--- src/rtl/gsl_pkg.sv ---
`default_nettype none
// ----------------------------------------------------------------------------
// gsl_pkg: shared types and constants of the G-code style lexer
// Span length limit, style codes, dialect codes and the per-byte run bundle
// passed from the lexer front to the span back end.
// ----------------------------------------------------------------------------
package gsl_pkg;

    // Longest span, in bytes
    localparam int MAX_SPAN  = 4095;
    localparam int LEN_W     = $clog2(MAX_SPAN + 1);
    localparam int RUN_LEN_W = 12;

    // Bundle queue between front and back
    localparam int QDEPTH = 4;
    localparam int QPTR_W = $clog2(QDEPTH);
    localparam int QCNT_W = QPTR_W + 1;

    typedef logic [7:0]           byte_t;
    typedef logic [1:0]           dialect_t;
    typedef logic [LEN_W-1:0]     len_t;
    typedef logic [RUN_LEN_W-1:0] run_len_t;
    typedef logic [QPTR_W-1:0]    qptr_t;
    typedef logic [QCNT_W-1:0]    qcnt_t;

    localparam len_t MAX_LEN = len_t'(MAX_SPAN);

    // Dialect codes
    localparam dialect_t DIALECT_SEMI  = 2'd0;
    localparam dialect_t DIALECT_PAREN = 2'd1;
    localparam dialect_t DIALECT_OHDR  = 2'd2;
    localparam dialect_t DIALECT_RESET = DIALECT_PAREN;

    typedef enum logic [2:0] {
        STY_TEXT    = 3'd0,
        STY_COMMENT = 3'd1,
        STY_HEADER  = 3'd2,
        STY_LABEL   = 3'd3,
        STY_MCODE   = 3'd4,
        STY_TOOL    = 3'd5
    } style_t;

    // One run of bytes of a known style; sat marks a saturated pending run
    typedef struct packed {
        logic   valid;
        style_t style;
        len_t   len;
        logic   sat;
    } run_t;

    // Work caused by one byte: up to two runs, then an optional end-of-text flush
    typedef struct packed {
        run_t r0;
        run_t r1;
        logic last;
    } bundle_t;

    // Queue status seen by front and back
    typedef struct packed {
        logic  full;
        logic  empty;
        qcnt_t level;
    } q_stat_t;

endpackage
`default_nettype wire

--- src/rtl/gsl_if.sv ---
`default_nettype none
// ----------------------------------------------------------------------------
// gsl_if: channel interfaces of the G-code style lexer
// Text byte channel, span result channel and dialect configuration channel.
// ----------------------------------------------------------------------------
interface gsl_text_if;
    logic           valid;
    logic           ready;
    gsl_pkg::byte_t ch;
    logic           end_of_text;

    modport source (output valid, ch, end_of_text, input ready);
    modport sink   (input valid, ch, end_of_text, output ready);
endinterface

interface gsl_span_if;
    logic              valid;
    logic              ready;
    gsl_pkg::style_t   style;
    gsl_pkg::run_len_t run_length;
    logic              overflow;
    logic              last_span;

    modport source (output valid, style, run_length, overflow, last_span, input ready);
    modport sink   (input valid, style, run_length, overflow, last_span, output ready);
endinterface

interface gsl_cfg_if;
    logic              valid;
    logic              ready;
    gsl_pkg::dialect_t dialect;

    modport source (output valid, dialect, input ready);
    modport sink   (input valid, dialect, output ready);
endinterface
`default_nettype wire

--- src/rtl/gsl_queue.sv ---
`default_nettype none
// ----------------------------------------------------------------------------
// gsl_queue: bundle queue between lexer front and span back end
// Small circular buffer; the head entry is visible while the queue is not empty.
// ----------------------------------------------------------------------------
module gsl_queue
(
    input  logic              clk,
    input  logic              rst_n,
    input  logic              push,
    input  gsl_pkg::bundle_t  push_data,
    input  logic              pop,
    output gsl_pkg::bundle_t  head,
    output gsl_pkg::q_stat_t  stat
);

    localparam gsl_pkg::qptr_t LAST_SLOT = gsl_pkg::qptr_t'(gsl_pkg::QDEPTH - 1);
    localparam gsl_pkg::qcnt_t FULL_CNT  = gsl_pkg::qcnt_t'(gsl_pkg::QDEPTH);

    gsl_pkg::bundle_t slots [gsl_pkg::QDEPTH];

    gsl_pkg::qptr_t wr_ptr_reg, wr_ptr_next;
    gsl_pkg::qptr_t rd_ptr_reg, rd_ptr_next;
    gsl_pkg::qcnt_t count_reg, count_next;

    // Advance pointers and count
    always_comb
    begin
        wr_ptr_next = wr_ptr_reg;
        rd_ptr_next = rd_ptr_reg;
        count_next  = count_reg;
        if (push)
        begin
            wr_ptr_next = (wr_ptr_reg == LAST_SLOT) ? '0 : wr_ptr_reg + 1'b1;
        end
        if (pop)
        begin
            rd_ptr_next = (rd_ptr_reg == LAST_SLOT) ? '0 : rd_ptr_reg + 1'b1;
        end
        if (push && !pop)
        begin
            count_next = count_reg + 1'b1;
        end
        else if (pop && !push)
        begin
            count_next = count_reg - 1'b1;
        end
    end

    always_ff @(posedge clk or negedge rst_n)
    begin
        if (!rst_n)
        begin
            wr_ptr_reg <= '0;
            rd_ptr_reg <= '0;
            count_reg  <= '0;
        end
        else
        begin
            wr_ptr_reg <= wr_ptr_next;
            rd_ptr_reg <= rd_ptr_next;
            count_reg  <= count_next;
        end
    end

    // Store pushed bundles
    always_ff @(posedge clk)
    begin
        if (push)
        begin
            slots[wr_ptr_reg] <= push_data;
        end
    end

    assign head       = slots[rd_ptr_reg];
    assign stat.full  = (count_reg == FULL_CNT);
    assign stat.empty = (count_reg == '0);
    assign stat.level = count_reg;

endmodule
`default_nettype wire

--- src/rtl/gsl_front.sv ---
`default_nettype none
// ----------------------------------------------------------------------------
// gsl_front: lexer front end
// Takes one text byte per cycle while the queue has room, tracks the line phase
// and pending runs, and pushes the runs each byte resolves as one bundle into the queue.
// ----------------------------------------------------------------------------
module gsl_front
(
    input  logic              clk,
    input  logic              rst_n,
    gsl_text_if.sink          text,
    input  gsl_pkg::dialect_t dialect,
    input  gsl_pkg::q_stat_t  q_stat,
    output logic              q_push,
    output gsl_pkg::bundle_t  q_data
);

    localparam gsl_pkg::byte_t CH_PCT    = 8'h25;
    localparam gsl_pkg::byte_t CH_O      = 8'h4F;
    localparam gsl_pkg::byte_t CH_N      = 8'h4E;
    localparam gsl_pkg::byte_t CH_M      = 8'h4D;
    localparam gsl_pkg::byte_t CH_T      = 8'h54;
    localparam gsl_pkg::byte_t CH_D      = 8'h44;
    localparam gsl_pkg::byte_t CH_SEMI   = 8'h3B;
    localparam gsl_pkg::byte_t CH_LPAR   = 8'h28;
    localparam gsl_pkg::byte_t CH_RPAR   = 8'h29;
    localparam gsl_pkg::byte_t CH_LF     = 8'h0A;
    localparam gsl_pkg::byte_t CH_DOT    = 8'h2E;
    localparam gsl_pkg::byte_t CH_PLUS   = 8'h2B;
    localparam gsl_pkg::byte_t CH_MINUS  = 8'h2D;
    localparam gsl_pkg::byte_t CH_SPACE  = 8'h20;
    localparam gsl_pkg::byte_t CH_TAB    = 8'h09;
    localparam gsl_pkg::byte_t CH_0      = 8'h30;
    localparam gsl_pkg::byte_t CH_9      = 8'h39;
    localparam gsl_pkg::byte_t CH_UA     = 8'h41;
    localparam gsl_pkg::byte_t CH_UZ     = 8'h5A;
    localparam gsl_pkg::byte_t CH_LA     = 8'h61;
    localparam gsl_pkg::byte_t CH_LZ     = 8'h7A;
    localparam gsl_pkg::byte_t UPPER_MSK = 8'hDF;

    typedef enum logic [2:0] {
        PH_LEAD,
        PH_OCAND,
        PH_HDR,
        PH_PRE,
        PH_BODY,
        PH_PAREN,
        PH_SEMI,
        PH_WORD
    } phase_t;

    phase_t          phase_reg, phase_next;
    logic            started_reg, started_next;
    logic            prev_letter_reg, prev_letter_next;
    gsl_pkg::style_t word_style_reg, word_style_next;
    gsl_pkg::len_t   pend_len_reg, pend_len_next;
    logic            pend_sat_reg, pend_sat_next;

    logic            accept;
    logic            is_lf, is_blank, ch_letter, ch_num, is_sign;
    logic            pend_open;
    gsl_pkg::len_t   grow_len;
    logic            grow_sat;
    gsl_pkg::style_t cand;
    logic            do_body;

    function automatic gsl_pkg::run_t make_run(gsl_pkg::style_t s, gsl_pkg::len_t n,
                                                logic sat);
        gsl_pkg::run_t r;
        r.valid = (n != '0) || sat;
        r.style = s;
        r.len   = n;
        r.sat   = sat;
        return r;
    endfunction

    function automatic gsl_pkg::run_t one_byte(gsl_pkg::style_t s);
        gsl_pkg::run_t r;
        r.valid = 1'b1;
        r.style = s;
        r.len   = gsl_pkg::len_t'(1);
        r.sat   = 1'b0;
        return r;
    endfunction

    // Style a pending run takes when the line ends in the given phase
    function automatic gsl_pkg::style_t eol_style(phase_t ph, logic started);
        gsl_pkg::style_t s;
        case (ph)
            PH_LEAD:  s = started ? gsl_pkg::STY_TEXT : gsl_pkg::STY_COMMENT;
            PH_OCAND: s = gsl_pkg::STY_COMMENT;
            default:  s = gsl_pkg::STY_TEXT;
        endcase
        return s;
    endfunction

    assign accept     = text.valid && text.ready;
    assign text.ready = !q_stat.full;
    assign q_push     = accept;

    // Classify the byte
    assign is_lf     = (text.ch == CH_LF);
    assign is_blank  = text.ch inside {CH_SPACE, CH_TAB};
    assign ch_letter = text.ch inside {[CH_UA:CH_UZ], [CH_LA:CH_LZ]};
    assign ch_num    = text.ch inside {[CH_0:CH_9]};
    assign is_sign   = text.ch inside {CH_DOT, CH_PLUS, CH_MINUS};

    always_comb
    begin
        case (text.ch & UPPER_MSK)
            CH_N:       cand = gsl_pkg::STY_LABEL;
            CH_M:       cand = gsl_pkg::STY_MCODE;
            CH_T, CH_D: cand = gsl_pkg::STY_TOOL;
            default:    cand = gsl_pkg::STY_TEXT;
        endcase
    end

    // Grow the pending run, saturating at the span limit
    assign pend_open = (pend_len_reg != '0) || pend_sat_reg;
    assign grow_len  = (pend_len_reg < gsl_pkg::MAX_LEN) ? pend_len_reg + 1'b1 : pend_len_reg;
    assign grow_sat  = pend_sat_reg || (pend_len_reg == gsl_pkg::MAX_LEN);

    // Lex one byte into a bundle and the next state
    always_comb
    begin
        phase_next       = phase_reg;
        started_next     = started_reg;
        prev_letter_next = prev_letter_reg;
        word_style_next  = word_style_reg;
        pend_len_next    = pend_len_reg;
        pend_sat_next    = pend_sat_reg;
        q_data           = '0;
        do_body          = 1'b0;

        if (is_lf)
        begin
            q_data.r0        = make_run(eol_style(phase_reg, started_reg),
                                        pend_len_reg, pend_sat_reg);
            pend_len_next    = '0;
            pend_sat_next    = 1'b0;
            q_data.r1        = one_byte(gsl_pkg::STY_TEXT);
            phase_next       = PH_LEAD;
            prev_letter_next = 1'b0;
        end
        else
        begin
            case (phase_reg)
                PH_LEAD:
                begin
                    if (is_blank)
                    begin
                        pend_len_next = grow_len;
                        pend_sat_next = grow_sat;
                    end
                    else if (text.ch == CH_PCT)
                    begin
                        q_data.r0     = make_run(gsl_pkg::STY_HEADER, pend_len_reg, pend_sat_reg);
                        pend_len_next = '0;
                        pend_sat_next = 1'b0;
                        q_data.r1     = one_byte(gsl_pkg::STY_HEADER);
                        started_next  = 1'b1;
                        phase_next    = PH_HDR;
                    end
                    else if (!started_reg && dialect == gsl_pkg::DIALECT_OHDR
                             && text.ch == CH_O)
                    begin
                        pend_len_next = grow_len;
                        pend_sat_next = grow_sat;
                        phase_next    = PH_OCAND;
                    end
                    else if (!started_reg)
                    begin
                        q_data.r0     = make_run(gsl_pkg::STY_COMMENT, pend_len_reg, pend_sat_reg);
                        pend_len_next = '0;
                        pend_sat_next = 1'b0;
                        q_data.r1     = one_byte(gsl_pkg::STY_COMMENT);
                        phase_next    = PH_PRE;
                    end
                    else
                    begin
                        q_data.r0     = make_run(gsl_pkg::STY_TEXT, pend_len_reg, pend_sat_reg);
                        pend_len_next = '0;
                        pend_sat_next = 1'b0;
                        do_body       = 1'b1;
                    end
                end
                PH_OCAND:
                begin
                    pend_len_next = '0;
                    pend_sat_next = 1'b0;
                    if (ch_num)
                    begin
                        q_data.r0    = make_run(gsl_pkg::STY_HEADER, pend_len_reg, pend_sat_reg);
                        q_data.r1    = one_byte(gsl_pkg::STY_HEADER);
                        started_next = 1'b1;
                        phase_next   = PH_HDR;
                    end
                    else
                    begin
                        q_data.r0  = make_run(gsl_pkg::STY_COMMENT, pend_len_reg, pend_sat_reg);
                        q_data.r1  = one_byte(gsl_pkg::STY_COMMENT);
                        phase_next = PH_PRE;
                    end
                end
                PH_HDR:
                begin
                    q_data.r1 = one_byte(gsl_pkg::STY_HEADER);
                end
                PH_PRE, PH_SEMI:
                begin
                    q_data.r1 = one_byte(gsl_pkg::STY_COMMENT);
                end
                PH_PAREN:
                begin
                    q_data.r1 = one_byte(gsl_pkg::STY_COMMENT);
                    if (text.ch == CH_RPAR)
                    begin
                        phase_next = PH_BODY;
                    end
                end
                PH_WORD:
                begin
                    if (ch_num)
                    begin
                        q_data.r0     = make_run(word_style_reg, pend_len_reg, pend_sat_reg);
                        pend_len_next = '0;
                        pend_sat_next = 1'b0;
                        q_data.r1     = one_byte(word_style_reg);
                    end
                    else if (is_sign)
                    begin
                        if (pend_open)
                        begin
                            pend_len_next = grow_len;
                            pend_sat_next = grow_sat;
                        end
                        else
                        begin
                            q_data.r1 = one_byte(word_style_reg);
                        end
                    end
                    else
                    begin
                        q_data.r0     = make_run(gsl_pkg::STY_TEXT, pend_len_reg, pend_sat_reg);
                        pend_len_next = '0;
                        pend_sat_next = 1'b0;
                        do_body       = 1'b1;
                    end
                end
                default:
                begin
                    do_body = 1'b1;
                end
            endcase

            // Body byte: comment opener, word letter or plain text
            if (do_body)
            begin
                if (dialect != gsl_pkg::DIALECT_SEMI && text.ch == CH_LPAR)
                begin
                    q_data.r1  = one_byte(gsl_pkg::STY_COMMENT);
                    phase_next = PH_PAREN;
                end
                else if (dialect == gsl_pkg::DIALECT_SEMI && text.ch == CH_SEMI)
                begin
                    q_data.r1  = one_byte(gsl_pkg::STY_COMMENT);
                    phase_next = PH_SEMI;
                end
                else if (ch_letter)
                begin
                    phase_next = PH_WORD;
                    if (!prev_letter_reg && cand != gsl_pkg::STY_TEXT)
                    begin
                        word_style_next = cand;
                        pend_len_next   = gsl_pkg::len_t'(1);
                        pend_sat_next   = 1'b0;
                    end
                    else
                    begin
                        word_style_next = gsl_pkg::STY_TEXT;
                        q_data.r1       = one_byte(gsl_pkg::STY_TEXT);
                    end
                end
                else
                begin
                    q_data.r1  = one_byte(gsl_pkg::STY_TEXT);
                    phase_next = PH_BODY;
                end
            end

            prev_letter_next = ch_letter;
        end

        // End of text: resolve what is still pending, flush, start over
        if (text.end_of_text)
        begin
            if (pend_len_next != '0 || pend_sat_next)
            begin
                q_data.r1 = make_run(eol_style(phase_next, started_next),
                                     pend_len_next, pend_sat_next);
            end
            q_data.last      = 1'b1;
            phase_next       = PH_LEAD;
            started_next     = 1'b0;
            prev_letter_next = 1'b0;
            word_style_next  = gsl_pkg::STY_TEXT;
            pend_len_next    = '0;
            pend_sat_next    = 1'b0;
        end
    end

    always_ff @(posedge clk or negedge rst_n)
    begin
        if (!rst_n)
        begin
            phase_reg       <= PH_LEAD;
            started_reg     <= 1'b0;
            prev_letter_reg <= 1'b0;
            word_style_reg  <= gsl_pkg::STY_TEXT;
            pend_len_reg    <= '0;
            pend_sat_reg    <= 1'b0;
        end
        else if (accept)
        begin
            phase_reg       <= phase_next;
            started_reg     <= started_next;
            prev_letter_reg <= prev_letter_next;
            word_style_reg  <= word_style_next;
            pend_len_reg    <= pend_len_next;
            pend_sat_reg    <= pend_sat_next;
        end
    end

endmodule
`default_nettype wire

--- src/rtl/gsl_back.sv ---
`default_nettype none
// ----------------------------------------------------------------------------
// gsl_back: span back end
// Walks the runs of the head bundle one per cycle unless a span waits for the
// output register, merges them into the open span and emits closed spans through it.
// ----------------------------------------------------------------------------
module gsl_back
(
    input  logic              clk,
    input  logic              rst_n,
    input  gsl_pkg::bundle_t  head,
    input  gsl_pkg::q_stat_t  q_stat,
    output logic              q_pop,
    gsl_span_if.source        span
);

    typedef enum logic [1:0] {
        OP_R0,
        OP_R1,
        OP_LAST,
        OP_NONE
    } op_t;

    logic            done0_reg, done0_next;
    logic            done1_reg, done1_next;

    gsl_pkg::style_t open_style_reg, open_style_next;
    gsl_pkg::len_t   open_len_reg, open_len_next;
    logic            open_sat_reg, open_sat_next;

    logic              span_valid_reg, span_valid_next;
    gsl_pkg::style_t   span_style_reg;
    gsl_pkg::run_len_t span_len_reg;
    logic              span_ovf_reg;
    logic              span_last_reg;

    op_t                 op;
    gsl_pkg::run_t       cur;
    logic                more;
    logic                emit;
    gsl_pkg::style_t     em_style;
    gsl_pkg::len_t       em_len;
    logic                em_sat;
    logic                em_last;
    logic [gsl_pkg::LEN_W:0] sum;
    logic                out_free;
    logic                step;

    // Pick the next unfinished step of the head bundle
    always_comb
    begin
        if (head.r0.valid && !done0_reg)
        begin
            op = OP_R0;
        end
        else if (head.r1.valid && !done1_reg)
        begin
            op = OP_R1;
        end
        else if (head.last)
        begin
            op = OP_LAST;
        end
        else
        begin
            op = OP_NONE;
        end
    end

    assign cur  = (op == OP_R0) ? head.r0 : head.r1;
    assign more = (op == OP_R0) ? (head.r1.valid || head.last)
                : (op == OP_R1) ? head.last : 1'b0;
    assign sum  = {1'b0, open_len_reg} + {1'b0, cur.len};

    // Merge a run into the open span, closing it on change or when full, and flush it at end of text
    always_comb
    begin
        emit            = 1'b0;
        em_style        = open_style_reg;
        em_len          = open_len_reg;
        em_sat          = open_sat_reg;
        em_last         = 1'b0;
        open_style_next = open_style_reg;
        open_len_next   = open_len_reg;
        open_sat_next   = open_sat_reg;
        case (op)
            OP_R0, OP_R1:
            begin
                if (cur.sat)
                begin
                    emit            = (open_len_reg != '0);
                    open_style_next = cur.style;
                    open_len_next   = cur.len;
                    open_sat_next   = 1'b1;
                end
                else if (cur.len != '0)
                begin
                    open_style_next = cur.style;
                    open_sat_next   = 1'b0;
                    if (open_len_reg != '0
                        && (open_style_reg != cur.style || open_sat_reg))
                    begin
                        emit          = 1'b1;
                        open_len_next = cur.len;
                    end
                    else if (open_len_reg == gsl_pkg::MAX_LEN)
                    begin
                        emit          = 1'b1;
                        open_len_next = cur.len;
                    end
                    else if (sum > {1'b0, gsl_pkg::MAX_LEN})
                    begin
                        emit          = 1'b1;
                        em_style      = cur.style;
                        em_len        = gsl_pkg::MAX_LEN;
                        em_sat        = 1'b0;
                        open_len_next = gsl_pkg::len_t'(sum - {1'b0, gsl_pkg::MAX_LEN});
                    end
                    else
                    begin
                        open_len_next = gsl_pkg::len_t'(sum);
                    end
                end
            end
            OP_LAST:
            begin
                emit            = (open_len_reg != '0);
                em_last         = 1'b1;
                open_style_next = gsl_pkg::STY_TEXT;
                open_len_next   = '0;
                open_sat_next   = 1'b0;
            end
            default:
            begin
                emit = 1'b0;
            end
        endcase
    end

    // Hold the step while its span cannot enter the output register
    assign out_free = !span_valid_reg || span.ready;
    assign step     = !q_stat.empty && (!emit || out_free);
    assign q_pop    = step && !more;

    always_comb
    begin
        done0_next = done0_reg;
        done1_next = done1_reg;
        if (step)
        begin
            if (more)
            begin
                done0_next = done0_reg || (op == OP_R0);
                done1_next = done1_reg || (op == OP_R1);
            end
            else
            begin
                done0_next = 1'b0;
                done1_next = 1'b0;
            end
        end
    end

    always_comb
    begin
        if (step && emit)
        begin
            span_valid_next = 1'b1;
        end
        else if (span.ready)
        begin
            span_valid_next = 1'b0;
        end
        else
        begin
            span_valid_next = span_valid_reg;
        end
    end

    always_ff @(posedge clk or negedge rst_n)
    begin
        if (!rst_n)
        begin
            done0_reg      <= 1'b0;
            done1_reg      <= 1'b0;
            open_style_reg <= gsl_pkg::STY_TEXT;
            open_len_reg   <= '0;
            open_sat_reg   <= 1'b0;
            span_valid_reg <= 1'b0;
        end
        else
        begin
            done0_reg      <= done0_next;
            done1_reg      <= done1_next;
            span_valid_reg <= span_valid_next;
            if (step)
            begin
                open_style_reg <= open_style_next;
                open_len_reg   <= open_len_next;
                open_sat_reg   <= open_sat_next;
            end
        end
    end

    // Load the span payload
    always_ff @(posedge clk)
    begin
        if (step && emit)
        begin
            span_style_reg <= em_style;
            span_len_reg   <= gsl_pkg::run_len_t'(em_len);
            span_ovf_reg   <= em_sat;
            span_last_reg  <= em_last;
        end
    end

    assign span.valid      = span_valid_reg;
    assign span.style      = span_style_reg;
    assign span.run_length = span_len_reg;
    assign span.overflow   = span_ovf_reg;
    assign span.last_span  = span_last_reg;

endmodule
`default_nettype wire

--- src/rtl/gcode_style_lexer_core.sv ---
`default_nettype none
// ----------------------------------------------------------------------------
// gcode_style_lexer_core: CNC program text lexer emitting style spans
// Throughput: one text byte per cycle while each byte needs one back-end step
//   and the span sink keeps up; a byte that resolves a pending run, or the
//   end-of-text flush, takes one back-end step per run, absorbed by a
//   four-entry bundle queue. Span path: the bundle of the byte that closes a
//   span is registered in the queue, and the span enters the output register
//   on its back-end step, later while older bundles wait or the sink stalls.
// Reset: dialect 1, empty line state and open span, queue empty, no sweep.
// ----------------------------------------------------------------------------
module gcode_style_lexer_core
(
    input  logic       clk,
    input  logic       rst_n,
    gsl_text_if.sink   text,
    gsl_cfg_if.sink    cfg,
    gsl_span_if.source span
);

    gsl_pkg::dialect_t dialect_reg;
    logic              q_push;
    logic              q_pop;
    gsl_pkg::bundle_t  q_in;
    gsl_pkg::bundle_t  q_head;
    gsl_pkg::q_stat_t  q_stat;

    // Dialect register, written on any configuration transaction
    assign cfg.ready = 1'b1;

    always_ff @(posedge clk or negedge rst_n)
    begin
        if (!rst_n)
        begin
            dialect_reg <= gsl_pkg::DIALECT_RESET;
        end
        else if (cfg.valid && cfg.ready)
        begin
            dialect_reg <= cfg.dialect;
        end
    end

    gsl_front u_front
    (
        .clk     (clk),
        .rst_n   (rst_n),
        .text    (text),
        .dialect (dialect_reg),
        .q_stat  (q_stat),
        .q_push  (q_push),
        .q_data  (q_in)
    );

    gsl_queue u_queue
    (
        .clk       (clk),
        .rst_n     (rst_n),
        .push      (q_push),
        .push_data (q_in),
        .pop       (q_pop),
        .head      (q_head),
        .stat      (q_stat)
    );

    gsl_back u_back
    (
        .clk    (clk),
        .rst_n  (rst_n),
        .head   (q_head),
        .q_stat (q_stat),
        .q_pop  (q_pop),
        .span   (span)
    );

    // Queue level stays within its depth and full and empty never coincide
    assert property (@(posedge clk) disable iff (!rst_n)
        (q_stat.level <= gsl_pkg::qcnt_t'(gsl_pkg::QDEPTH)) && !(q_stat.full && q_stat.empty))
        else $error("bundle queue level out of range");

    // The back end never pops an empty queue
    assert property (@(posedge clk) disable iff (!rst_n)
        q_pop |-> !q_stat.empty)
        else $error("pop from empty bundle queue");

    // A saturated span always carries the full span limit
    assert property (@(posedge clk) disable iff (!rst_n)
        (span.valid && span.overflow) |->
            (span.run_length == gsl_pkg::run_len_t'(gsl_pkg::MAX_SPAN)))
        else $error("overflow span without full length");

    // No empty span leaves the block
    assert property (@(posedge clk) disable iff (!rst_n)
        span.valid |-> ((gsl_pkg::MAX_SPAN >= 4096) || (span.run_length != '0)))
        else $error("zero-length span emitted");

endmodule
`default_nettype wire

--- src/flat_wrapper.sv ---
// flat-port wrapper written by rule: the top's interface ports become plain ports
module gcode_style_lexer_core_flat 
  (clk, rst_n, text_valid, text_ch, text_end_of_text, text_ready, cfg_valid, cfg_dialect, cfg_ready, span_valid, span_style, span_run_length, span_overflow, span_last_span, span_ready);
  gsl_text_if text_i ();
  gsl_cfg_if cfg_i ();
  gsl_span_if span_i ();
  input  logic clk;
  input  logic rst_n;
  input wire logic [$bits(text_i.valid)-1:0] text_valid;
  input wire logic [$bits(text_i.ch)-1:0] text_ch;
  input wire logic [$bits(text_i.end_of_text)-1:0] text_end_of_text;
  output wire logic [$bits(text_i.ready)-1:0] text_ready;
  input wire logic [$bits(cfg_i.valid)-1:0] cfg_valid;
  input wire logic [$bits(cfg_i.dialect)-1:0] cfg_dialect;
  output wire logic [$bits(cfg_i.ready)-1:0] cfg_ready;
  output wire logic [$bits(span_i.valid)-1:0] span_valid;
  output wire logic [$bits(span_i.style)-1:0] span_style;
  output wire logic [$bits(span_i.run_length)-1:0] span_run_length;
  output wire logic [$bits(span_i.overflow)-1:0] span_overflow;
  output wire logic [$bits(span_i.last_span)-1:0] span_last_span;
  input wire logic [$bits(span_i.ready)-1:0] span_ready;
  assign text_i.valid = text_valid;
  assign text_i.ch = text_ch;
  assign text_i.end_of_text = text_end_of_text;
  assign text_ready = text_i.ready;
  assign cfg_i.valid = cfg_valid;
  assign cfg_i.dialect = cfg_dialect;
  assign cfg_ready = cfg_i.ready;
  assign span_valid = span_i.valid;
  assign span_style = span_i.style;
  assign span_run_length = span_i.run_length;
  assign span_overflow = span_i.overflow;
  assign span_last_span = span_i.last_span;
  assign span_i.ready = span_ready;
  gcode_style_lexer_core u_core (.clk(clk), .rst_n(rst_n), .text(text_i), .cfg(cfg_i), .span(span_i));
endmodule
--- config.mk ---
export PLATFORM = sky130hd
export DESIGN_NAME = gcode_style_lexer_core_flat
export DESIGN_NICKNAME = d
export VERILOG_FILES = /design/src/rtl/gsl_pkg.sv /design/src/rtl/gsl_if.sv /design/src/rtl/gsl_queue.sv /design/src/rtl/gsl_front.sv /design/src/rtl/gsl_back.sv /design/src/rtl/gcode_style_lexer_core.sv /design/src/flat_wrapper.sv
export SDC_FILE = /design/constraint.sdc
export NUM_CORES = 1
export LEC_CHECK = 0
export ABC_CLOCK_PERIOD_IN_PS = 4900
export BUFFER_PORTS_ARGS = -buffer_cell sky130_fd_sc_hd__buf_2
export CORE_ASPECT_RATIO = 1.4
export CORE_MARGIN = 4
export CORE_UTILIZATION = 55
export DETAILED_ROUTE_END_ITERATION = 16
export PLACE_DENSITY = 0.75
export RECOVER_POWER = 50
export SLEW_MARGIN = 10
export SYNTH_ARGS = -nofsm -noshare
export SYNTH_HDL_FRONTEND = slang
export SYNTH_SLANG_ARGS = --single-unit
--- constraint.sdc ---
create_clock -name clk -period 4.9 [get_ports clk]
set_input_delay 0.49 -clock clk [delete_from_list [all_inputs] [get_ports clk]]
set_output_delay 0.49 -clock clk [all_outputs]
set_load 0.01 [all_outputs]
==> results.json <==
{
  "synth_edf_count": 157,
  "slowest_delay_ns": 0.55,
  "period_share_pct": 97.4,
  "cp_data_required_time_ns": 5.29,
  "period_minus_slack_ns": 4.77,
  "die_w_um": 127,
  "viasPerCell": 6.31,
  "drive_gt1_share_pct": 24.0,
  "ant_nets": 0,
  "final_area_um2": 12700,
  "async_reset_ff_share_pct": 23.8,
  "grt_first_pass_wirelength_mm": 41.2,
  "ios": 36,
  "gp_congestion": 0.977,
  "drc": 0,
  "cp-end-kind": "flip-flop",
  "path_cells": "buf_12 > clkbuf_16 > buf_4 > mux4_2 > mux2_2 > ha_1 > nand2_2 > nor2_1 > a211oi_2 > mux2_4 > and3_1 > a31oi_4 > a21oi_2 > a221o_1 > ha_2 > inv_2 > fa_2 > mux2_2",
  "first_pass_iters": 5,
  "reg2reg_setup_slack_ns": 0.13,
  "stdcell_count": 1259,
  "finalHoldWorstSlack_ns": 0.220,
  "violations": "max-capacitance violations, max-slew violations",
  "dp.cells": 1205,
  "io_buffers": 34,
  "clockBufferDepth": 3,
  "vias": 7942,
  "layout.area.seq_um2": 5940,
  "hold_violations": 0,
  "largest_register": "u_core.u_queue.slots",
  "post_drt_wl_per_cell_um": 21.2,
  "largest_reg_flops": 140,
  "wl_mm": 26.7,
  "ys_dominant_reg_cell": "edfxtp_1",
  "crit_type": "flip-flop to flip-flop",
  "setup_violations": 0,
  "max_freq_mhz": 209,
  "htree_levels": 1,
  "die_h_um": 175,
  "ys_warn_count": 0,
  "die_area_um2": 22200,
  "grt_pass1_vias": 7806,
  "syn_avg_cell_area_um2": 12.2,
  "synth_top_area_share_pct": 43.3,
  "synth_seq_area_share_pct": 54.5,
  "core_area_um2": 19400,
  "final_nets": 1036,
  "outcome": "finished, violations left",
  "max-slew-margin-rel_pct": -102,
  "maxCapViolations": 5,
  "dp_hpwl_mm": 18.4,
  "clk_latency_ns": 0.51,
  "slew_viol_final": 194,
  "path_clk_slew_ns": 0.06,
  "syn-num-nets": 936,
  "hp-class": "input port to flip-flop",
  "cp_common_cell": "mux2_2",
  "syn_to_final_growth_pct": 16.3,
  "arrival_ns": 5.16,
  "skew_ns": 0.0182,
  "cp_max_fo": 6,
  "ys_ff_latch": 206,
  "placed_cell_area_um2": 11700,
  "worst-slew-pin-transition_ns": 3.03,
  "hold_buffers": 0,
  "slowest_stage": "mux4_2",
  "grt_remaining_overflow": 0,
  "syn_area_um2": 10900,
  "clock-sinks": 206,
  "cts_buffers": 21,
  "synth_cell_types": 83,
  "yosysTopAreaCell": "edfxtp_1",
  "cts_tree": "yes",
  "grtUsageTotal_pct": 23.4,
  "grt_max_degree": 50,
  "cts_root_buf": "clkbuf_16",
  "fillers": 1425,
  "antenna_found_initial": 0,
  "ys_top_cells_by_area": "edfxtp_1 (43%), dfrtp_1 (11%), mux4_2 (5.0%)",
  "syn-instance-count": 896,
  "rows": 60,
  "antenna_cells": 0,
  "drt-initial-drc-count": 644,
  "multi_input_area_um2": 4760,
  "initial_utilization_pct": 56.3,
  "worstSetupStartpointType": "flip-flop"
}
==> worst max-delay path, delay by kind of cell (launching register included) <==
| family | cells | cell delay, ns |
|---|---|---|
| flip-flops | 1 | 0.47 |
| multiplexers | 4 | 1.47 |
| buffers and inverters | 4 | 0.47 |
| AND/OR/NAND/NOR | 3 | 0.39 |
| adder cells (fa/ha/maj) | 3 | 0.96 |
| AO/OA/AOI/OAI | 4 | 0.90 |
==> synthesized netlist by cell type, types with 8 or more instances <==
master	instances
edfxtp_1	157
nor2_1	70
nand2_1	54
dfrtp_1	48
o21ai_0	46
a21oi_1	39
inv_1	37
nand3_1	31
mux2_2	25
mux4_2	24
ha_1	22
clkbuf_1	21
nor2b_1	18
mux2i_1	17
nor3_1	16
xnor2_1	16
a31oi_1	15
and3_1	15
nand4_1	15
or2_2	14
nand2b_1	13
o31ai_1	13
buf_2	11
a211oi_1	10
nor4_1	10
xor2_1	8
==> metal layers <==
| metal | track usage, % | vias to the layer above | wire (um) |
|---|---|---|---|
| li1 | - | 3649 | - |
| met1 | 26.8 | 3891 | 9960 |
| met2 | 43.6 | 311 | 14200 |
| met3 | 2.77 | 91 | 1270 |
| met4 | 9.48 | 0 | 1210 |
| met5 | 0 | - | 0 |
==> logic make-up (layout without fill, tap and decap cells) <==
kind of cell | Yosys count | count (layout) | synth area share, %
adders and majority gates | 24 | 24 | 2.89
AOI/OAI and AO/OA | 195 | 195 | 12.4
other | 1 | 1 | 0.0344
DFF | 206 | 206 | 54.5
and+or+nand+nor | 292 | 292 | 13.9
xor gates and xnor gates | 24 | 24 | 1.93
buffers and inverters | 81 | 196 | 3.66
muxes | 73 | 73 | 10.7
==> repair_timing <==
item                                    in CTS  in global routing
buffers inserted                             2                 13
endpoints found under the setup margin       2                 33
pin swaps                                    1                 15
cloned                                       0                  1
resized for setup                            7                 38
==> area by class of cell <==
class | instances | area share, %
well taps | 248 | 2.45
multi-input cells | 609 | 37.6
clock inverters | 13 | 0.839
clock buffers | 25 | 4.27
repair buffers | 119 | 6.77
flip-flops and latches | 206 | 46.9
inverters | 39 | 1.16
==> final timing paths <==
path                                               from                      endpoint  depth (start not counted)
setup / recovery           u_core.u_queue.rd_ptr_reg[0]   u_core.u_queue.count_reg[1]                         18
hold / removal                           cfg_dialect[1]         u_core.dialect_reg[1]                          2
setup reg to reg           u_core.u_queue.rd_ptr_reg[0]   u_core.u_queue.count_reg[1]                         18
hold reg to reg             u_core.u_queue.count_reg[2]   u_core.u_queue.count_reg[2]                          1
max in group asynchronous                         rst_n  u_core.u_queue.rd_ptr_reg[0]                          2
min in group asynchronous                         rst_n   u_core.u_queue.count_reg[2]                          2
==> per-stage QoR <==
| step | TNS, ns | util, % | setup WS [ns] |
|---|---|---|---|
| after floorplan | -0.0968 | - | -0.0968 |
| after global placement | 0 | 60.4 | 0.0767 |
| after detailed placement | -0.0541 | 60.4 | -0.0450 |
| after CTS | 0 | 64.1 | 0.00581 |
| after global routing | -0.0770 | 65.4 | -0.0493 |
| final | 0 | 65.4 | 0.126 |
==> placed cells by master (no fill, tap or decap), types with 26 or more instances in the layout <==
master / synthesis / final
a21oi_1: 39 / 36
inv_1: 37 / 35
buf_4: 2 / 71
clkbuf_1: 21 / 29
edfxtp_1: 157 / 157
mux4_2: 24 / 26
o21ai_0: 46 / 43
nand3_1: 31 / 31
nor2_1: 70 / 67
nand2_1: 54 / 53
dfrtp_1: 48 / 46
Power is not shown: default switching activity piles up to over one toggle a cycle in this logic, so the estimate is an artifact.
